### src/rtl/spo_pkg.sv
// shared types, widths and helpers for the shape pair overlap test
`default_nettype none

package spo_pkg;

    // field widths, all following from the coordinate width
    localparam int COORD_BITS = 16;
    localparam int CW  = COORD_BITS;      // center coordinate width
    localparam int SZW = COORD_BITS - 1;  // full box size width
    localparam int RAW = COORD_BITS - 2;  // radius field width
    localparam int DW  = COORD_BITS + 3;  // signed delta width (doubled values)
    localparam int MW  = COORD_BITS + 2;  // delta magnitude width
    localparam int RW  = COORD_BITS;      // doubled radius (or radius sum) width
    localparam int SQW = 2 * MW;          // squared delta width
    localparam int RSW = 2 * RW;          // squared radius width
    localparam int SW  = SQW + 1;         // sum of two squares width

    // pair kinds
    typedef enum logic [1:0] {
        KIND_CC  = 2'd0,
        KIND_CB  = 2'd1,
        KIND_BB  = 2'd2,
        KIND_RSV = 2'd3
    } kind_t;

    // stage 1 to stage 2: deltas and radius
    typedef struct packed {
        logic                 valid;
        kind_t                kind;
        logic signed [DW-1:0] dcx;
        logic signed [DW-1:0] dcy;
        logic [CW-1:0]        sumw;
        logic [CW-1:0]        sumh;
        logic signed [DW-1:0] dxa;
        logic signed [DW-1:0] dxb;
        logic signed [DW-1:0] dya;
        logic signed [DW-1:0] dyb;
        logic [RW-1:0]        rad;
    } s1_t;

    // stage 2 to stage 3: squares and early flags
    typedef struct packed {
        logic           valid;
        kind_t          kind;
        logic           box_hit;
        logic           edge_hit;
        logic [SQW-1:0] sq0;
        logic [SQW-1:0] sq1;
        logic [SQW-1:0] sq2;
        logic [SQW-1:0] sq3;
        logic [RSW-1:0] rsq;
    } s2_t;

    // magnitude of a signed delta
    function automatic logic [MW-1:0] mag(input logic signed [DW-1:0] v);
        logic [DW-1:0] a;
        a = v[DW-1] ? DW'(-v) : DW'(v);
        return a[MW-1:0];
    endfunction

endpackage

`default_nettype wire

### src/rtl/spo_prep.sv
// stage 1: doubled coordinates, edge deltas and radius selection
`default_nettype none

module spo_prep (
    input  logic                               clk,
    input  logic                               rst_n,
    input  logic                               in_valid,
    input  logic [1:0]                         opcode,
    input  logic signed [spo_pkg::CW-1:0]      a_x,
    input  logic signed [spo_pkg::CW-1:0]      a_y,
    input  logic [spo_pkg::SZW-1:0]            a_w,
    input  logic [spo_pkg::SZW-1:0]            a_h,
    input  logic [spo_pkg::RAW-1:0]            a_r,
    input  logic signed [spo_pkg::CW-1:0]      b_x,
    input  logic signed [spo_pkg::CW-1:0]      b_y,
    input  logic [spo_pkg::SZW-1:0]            b_w,
    input  logic [spo_pkg::SZW-1:0]            b_h,
    input  logic [spo_pkg::RAW-1:0]            b_r,
    output spo_pkg::s1_t                       s1
);
    import spo_pkg::*;

    logic signed [DW-1:0] ax2;
    logic signed [DW-1:0] ay2;
    logic signed [DW-1:0] bx2;
    logic signed [DW-1:0] by2;
    logic signed [DW-1:0] bw_e;
    logic signed [DW-1:0] bh_e;
    logic [RW-1:0]        ar2;
    logic [RW-1:0]        br2;
    s1_t                  s1_reg;
    s1_t                  s1_next;

    // doubled centers, sizes as they stand (half sizes of doubled boxes)
    assign ax2  = {{(DW-CW-1){a_x[CW-1]}}, a_x, 1'b0};
    assign ay2  = {{(DW-CW-1){a_y[CW-1]}}, a_y, 1'b0};
    assign bx2  = {{(DW-CW-1){b_x[CW-1]}}, b_x, 1'b0};
    assign by2  = {{(DW-CW-1){b_y[CW-1]}}, b_y, 1'b0};
    assign bw_e = {{(DW-SZW){1'b0}}, b_w};
    assign bh_e = {{(DW-SZW){1'b0}}, b_h};
    assign ar2  = {{(RW-RAW-1){1'b0}}, a_r, 1'b0};
    assign br2  = {{(RW-RAW-1){1'b0}}, b_r, 1'b0};

    // deltas from circle center to box edges, center distances, size sums, radius
    always_comb
    begin
        s1_next.valid = in_valid;
        s1_next.kind  = kind_t'(opcode);
        s1_next.dcx   = ax2 - bx2;
        s1_next.dcy   = ay2 - by2;
        s1_next.sumw  = CW'(a_w) + CW'(b_w);
        s1_next.sumh  = CW'(a_h) + CW'(b_h);
        s1_next.dxa   = bx2 - ax2 - bw_e;
        s1_next.dxb   = bx2 - ax2 + bw_e;
        s1_next.dya   = by2 - ay2 - bh_e;
        s1_next.dyb   = by2 - ay2 + bh_e;
        s1_next.rad   = (kind_t'(opcode) == KIND_CC) ? (ar2 + br2) : ar2;
    end

    always_ff @(posedge clk or negedge rst_n)
    begin
        if (!rst_n)
        begin
            s1_reg <= '0;
        end
        else
        begin
            s1_reg <= s1_next;
        end
    end

    assign s1 = s1_reg;

endmodule

`default_nettype wire

### config.mk
export PLATFORM = sky130hd
export DESIGN_NAME = spo_prep
export DESIGN_NICKNAME = d
export VERILOG_FILES = /design/src/rtl/spo_pkg.sv /design/src/rtl/spo_prep.sv
export SDC_FILE = /design/constraint.sdc
export NUM_CORES = 1
export LEC_CHECK = 0
export BUFFER_PORTS_ARGS = -buffer_cell sky130_fd_sc_hd__buf_4
export CORE_UTILIZATION = 34
export CTS_CLUSTER_SIZE = 12
export DETAILED_ROUTE_END_ITERATION = 6
export GPL_ROUTABILITY_DRIVEN = 0
export PLACE_DENSITY = 0.52
export SLEW_MARGIN = 25
export SYNTH_ARGS = -nofsm -noshare
export SYNTH_HDL_FRONTEND = slang
export SYNTH_SLANG_ARGS = --single-unit
### constraint.sdc
create_clock -name clk -period 1.34 [get_ports clk]
set_input_delay 0.067 -clock clk [delete_from_list [all_inputs] [get_ports clk]]
set_output_delay 0.067 -clock clk [all_outputs]
set_load 0.02 [all_outputs]
* Word-level counts from Yosys, hierarchy flattened
Index checks and enable logic that the tools add are counted. Widths: inputs -> output; s select.
Operators by class: add/sub/neg operators 11, mux-type cells 1, reduce and logical (&&, ||, !) cells 1
Operators by type and width (number):
- $sub 17x17->18 | 4
- $add 15x15->16 | 3
- $add 18x16->19 | 2
- $sub 18x16->19 | 2
- $mux 16 | 1
- $logic_not 2->1 | 1
Storage, ports and cells: register bits 163, output and inout port bits 165, logic and storage cells 24

* Depth between registers and ports, before layout
depth after elaboration 2, gate-level depth with buffers 20

* Worst setup path before layout
No wires, ideal clock.
kind input to register, start point input port a_x[1] (netlist bit), end point register s1_reg (netlist bit s1[91]), setup time 0.118 ns, arrival 3.246 ns, data required time 1.222 ns, slack -2.024 ns, stages 19, cell sequence inv_1 > ha_1 > nor2b_1 > o31a_1 > o21a_1 > nor2_1 > inv_1 > a21oi_1 > xnor2_1 > ha_1 > clkbuf_1 > inv_1 > a2111oi_0 > o41ai_1 > a31oi_1 > o21a_1 > o21a_1 > nor3_1 > a21o_1
RTL lines:
- start: declaration | RTL line spo_prep.sv:9 | input logic signed [spo_pkg::CW-1:0] a_x,
- end signal: assignment | RTL line spo_prep.sv:68 | s1_reg <= s1_next;
- end: declaration | RTL line spo_prep.sv:31 | s1_t s1_reg;

==> summary.md <==
| Metric | Value |
|---|---|
| Syn_area_per_cell | `9.005 µm²` |
| Ys Warns | `0` |
| Clock power frac | `16.9%` |
| Worst-path clk slew | `0.06 ns` |
| RSZ-0062 raised after global routing | `yes` |
| Met3 wire len | `2.018 mm` |
| Routed met1 length | `16.47 mm` |
| Row cnt | `68` |
| Slew HR | `66.65%` |
| CTS H-tree lvls | `4` |
| Seq/Total Area, Yosys | `32.81%` |
| Detail Route Antenna Nets | `0` |
| IO Count | `322` |
| CTS Buf Count | `17` |
| Routed length per instance | `15.81 µm` |
| Critical path capture point type | `register` |
| Setup WS pre-CTS | `-2.127 ns` |
| Synth Flop Type | `dfrtp_1` |
| First-pass GRT wire length | `64.58 mm` |
| Via density | `4.735` |
| Placed Cells | `2493` |
| Status | `finished, violations left` |
| WS Path Type | `in2reg` |
| Residual DRC count | `0` |
| Area Growth Syn to Fin | `83.85%` |
| CTS tree | `done` |
| DPL Wire Length | `32.34 mm` |
| Power Dens Cells | `1287 nW/µm²` |
| Synth unique cells | `69` |
| Fin Setup TNS | `-76.06 ns` |
| Minimum clock period | `2.868 ns` |
| Worst VDD drop | `0.9840 mV` |
| Initial antenna violation count | `3` |
| WP data arrival | `3.24 ns` |
| Die area | `36200 µm²` |
| Violated checks | `negative hold slack, negative setup slack` |
| Leak Pwr | `10.92 nW` |
| Type of the most critical hold path | `in2reg` |
| DR pass1 iterations | `4` |
| Required @ worst endpoint | `1.72 ns` |
| CTS Root Cell | `clkbuf_16` |
| Largest net degree at the start of global routing | `38` |
| Cells after synthesis | `1338` |
| Die Height | `190.3 µm` |
| # clock sinks | `158` |
| Max_cap viols | `0` |
| Crit Path Max Fanout | `5` |
| Worst-Margin Slew | `0.5002 ns` |
| Synthesized area | `12050 µm²` |
| Largest register FFs | `158` |
| Nets | `2491` |
| Total congestion overflow | `0` |
| Leading cell type in the layout, fill and taps excluded | `buf_4` |
| Core ar. | `34710 µm²` |
| Switching power share of the total | `38.69%` |
| Metal2 WL | `21.64 mm` |
| Initial DRC Count | `394` |
| Number of synthesized flops with an enable pin | `0` |
| Final Cycle Share | `214.0%` |
| Total Routing Usage GR | `22.85%` |
| WL final | `41.51 mm` |
| F_max | `348.7 MHz` |
| Vias in the first global route | `12990` |
| Comb pwr share | `59.7%` |
| CP Launch Type | `input port` |
| Commonest cells after routing, fill and taps aside | `buf_4 (731), dfrtp_1 (158), inv_1 (137)` |
| Total power | `0.02852 W` |
| P_sw | `0.01103 W` |
| Die Span X | `190.3 µm` |
| Via count | `12440` |
| Final setup violation count | `113` |
| Top layer in use | `met5` |
| Pint | `0.01749 W` |
| Async SR Flop Fraction | `100.0%` |
| Non-Filler Instances | `2626` |
| Sequential power share | `23.4%` |
| Initial Util | `34.71%` |
| #FFs+latches synth | `158` |
| # port buffers | `318` |
| Worst-case clock buffer depth | `2` |
| Hold Fails Final Rpt | `4` |
| Final hold slack | `-0.06304 ns` |
| Layout cell share with drive strength beyond 1 | `55.35%` |
| Max Slew Vio Count | `0` |
| Slack of the critical path | `-1.528 ns` |
per-stage QoR:
stage | util [%] | hold slack (ns) | instance area, µm²
after detailed placement | 54.36 | -0.01108 | 18870
after CTS | 61.68 | -0.07946 | 21410
after global placement | 54.36 | -0.007237 | 18870
after floorplan | - | -0.2286 | 13010
after global routing | 63.82 | -0.07309 | 22150
final | 63.82 | -0.06304 | 22150
Yosys cell counts (9+ instances only):
cell type | number | area [µm²]
inv_1 | 168 | 630.6
ha_1 | 164 | 2052
dfrtp_1 | 158 | 3954
a21oi_1 | 109 | 545.5
nor2_1 | 92 | 345.3
xnor2_1 | 90 | 788.3
o21ai_0 | 73 | 365.4
nand2_1 | 65 | 244.0
a21o_1 | 46 | 345.3
xor2_1 | 42 | 367.9
clkbuf_1 | 33 | 123.9
nor3_1 | 26 | 130.1
nand2b_1 | 25 | 156.4
nand3_1 | 21 | 105.1
o21a_1 | 20 | 150.1
nor2b_1 | 19 | 118.9
o21bai_1 | 19 | 142.6
fa_1 | 11 | 220.2
a211oi_1 | 9 | 67.56
buf_2 | 9 | 45.04
o211ai_1 | 9 | 67.56
layer usage:
layer / vias up / GRT usage, %
met5: - / 0
met4: 4 / 9.446
met3: 74 / 4.987
met2: 264 / 42.06
met1: 5887 / 25.23
li1: 6206 / -
worst max-delay path, cell delays in order:
cell and delay (ns):
buf_8 0.08, clkinvlp_4 0.12, ha_4 0.26, nor2b_4 0.12, o31a_1 0.27, buf_6 0.14
o21a_4 0.21, xor2_2 0.17, ha_4 0.28, buf_4 0.13, nand4_1 0.19, a211oi_2 0.36
o31a_1 0.25, nor3_2 0.06, o31ai_2 0.26, buf_4 0.17, xnor2_2 0.09
final cells by class:
cell class / instances / area (µm²)
timing repair buffer: 850 / 6868
tap: 455 / 569.3
clock buffer: 19 / 432.9
sequential: 158 / 3954
inverter: 168 / 688.2
antenna: 1 / 2.502
clock inverter: 11 / 120.1
fill: 2896 / 12560
multi-input combinational: 964 / 9518
path summary, 6_finish.rpt:
kind	start	slack [ns]	endpoint	cells past startpoint
worst max-delay path	a_x[1]	-1.53	s1[88]	17
worst min-delay path	b_w[0]	-0.06	s1[74]	3
min in group asynchronous	rst_n	0.10	s1[12]	2
max in group asynchronous	rst_n	0.68	s1[141]	3
kinds of logic (layout without fill, tap and decap cells):
| family | after synthesis | in the layout | share of synthesized area (%) |
|---|---|---|---|
| AO/OA/AOI/OAI | 362 | 362 | 19.71 |
| multiplexers | 3 | 3 | 0.2700 |
| AND/OR/NAND/NOR | 288 | 288 | 11.42 |
| adder cells (fa/ha/maj) | 175 | 175 | 18.86 |
| other | 1 | 4 | 0.03112 |
| XOR/XNOR | 133 | 133 | 9.730 |
| flip-flops | 158 | 158 | 32.81 |
| buffers and inverters | 218 | 1048 | 7.165 |
power by group through the flow:
stage                     clock network [W]  registers [W]  logic, W
after global placement                    0        0.00677    0.0139
final                               0.00483        0.00667    0.0170
after global routing                0.00516        0.00678    0.0182
after floorplan                           0        0.00843   0.00570
after detailed placement                  0        0.00676    0.0140
after CTS                           0.00496        0.00669    0.0160
repair_timing:
| action | CTS | global route |
|---|---|---|
| buffers inserted | 65 | 32 |
| cloned | 0 | 0 |
| endpoints found under the setup margin | 105 | 120 |
| hold buffers | 27 | 2 |
| endpoints found under the hold margin | 188 | 5 |
| pin swaps | 189 | 132 |
| resized for setup | 257 | 129 |
Note: power is estimated with default switching activity, not from simulation.
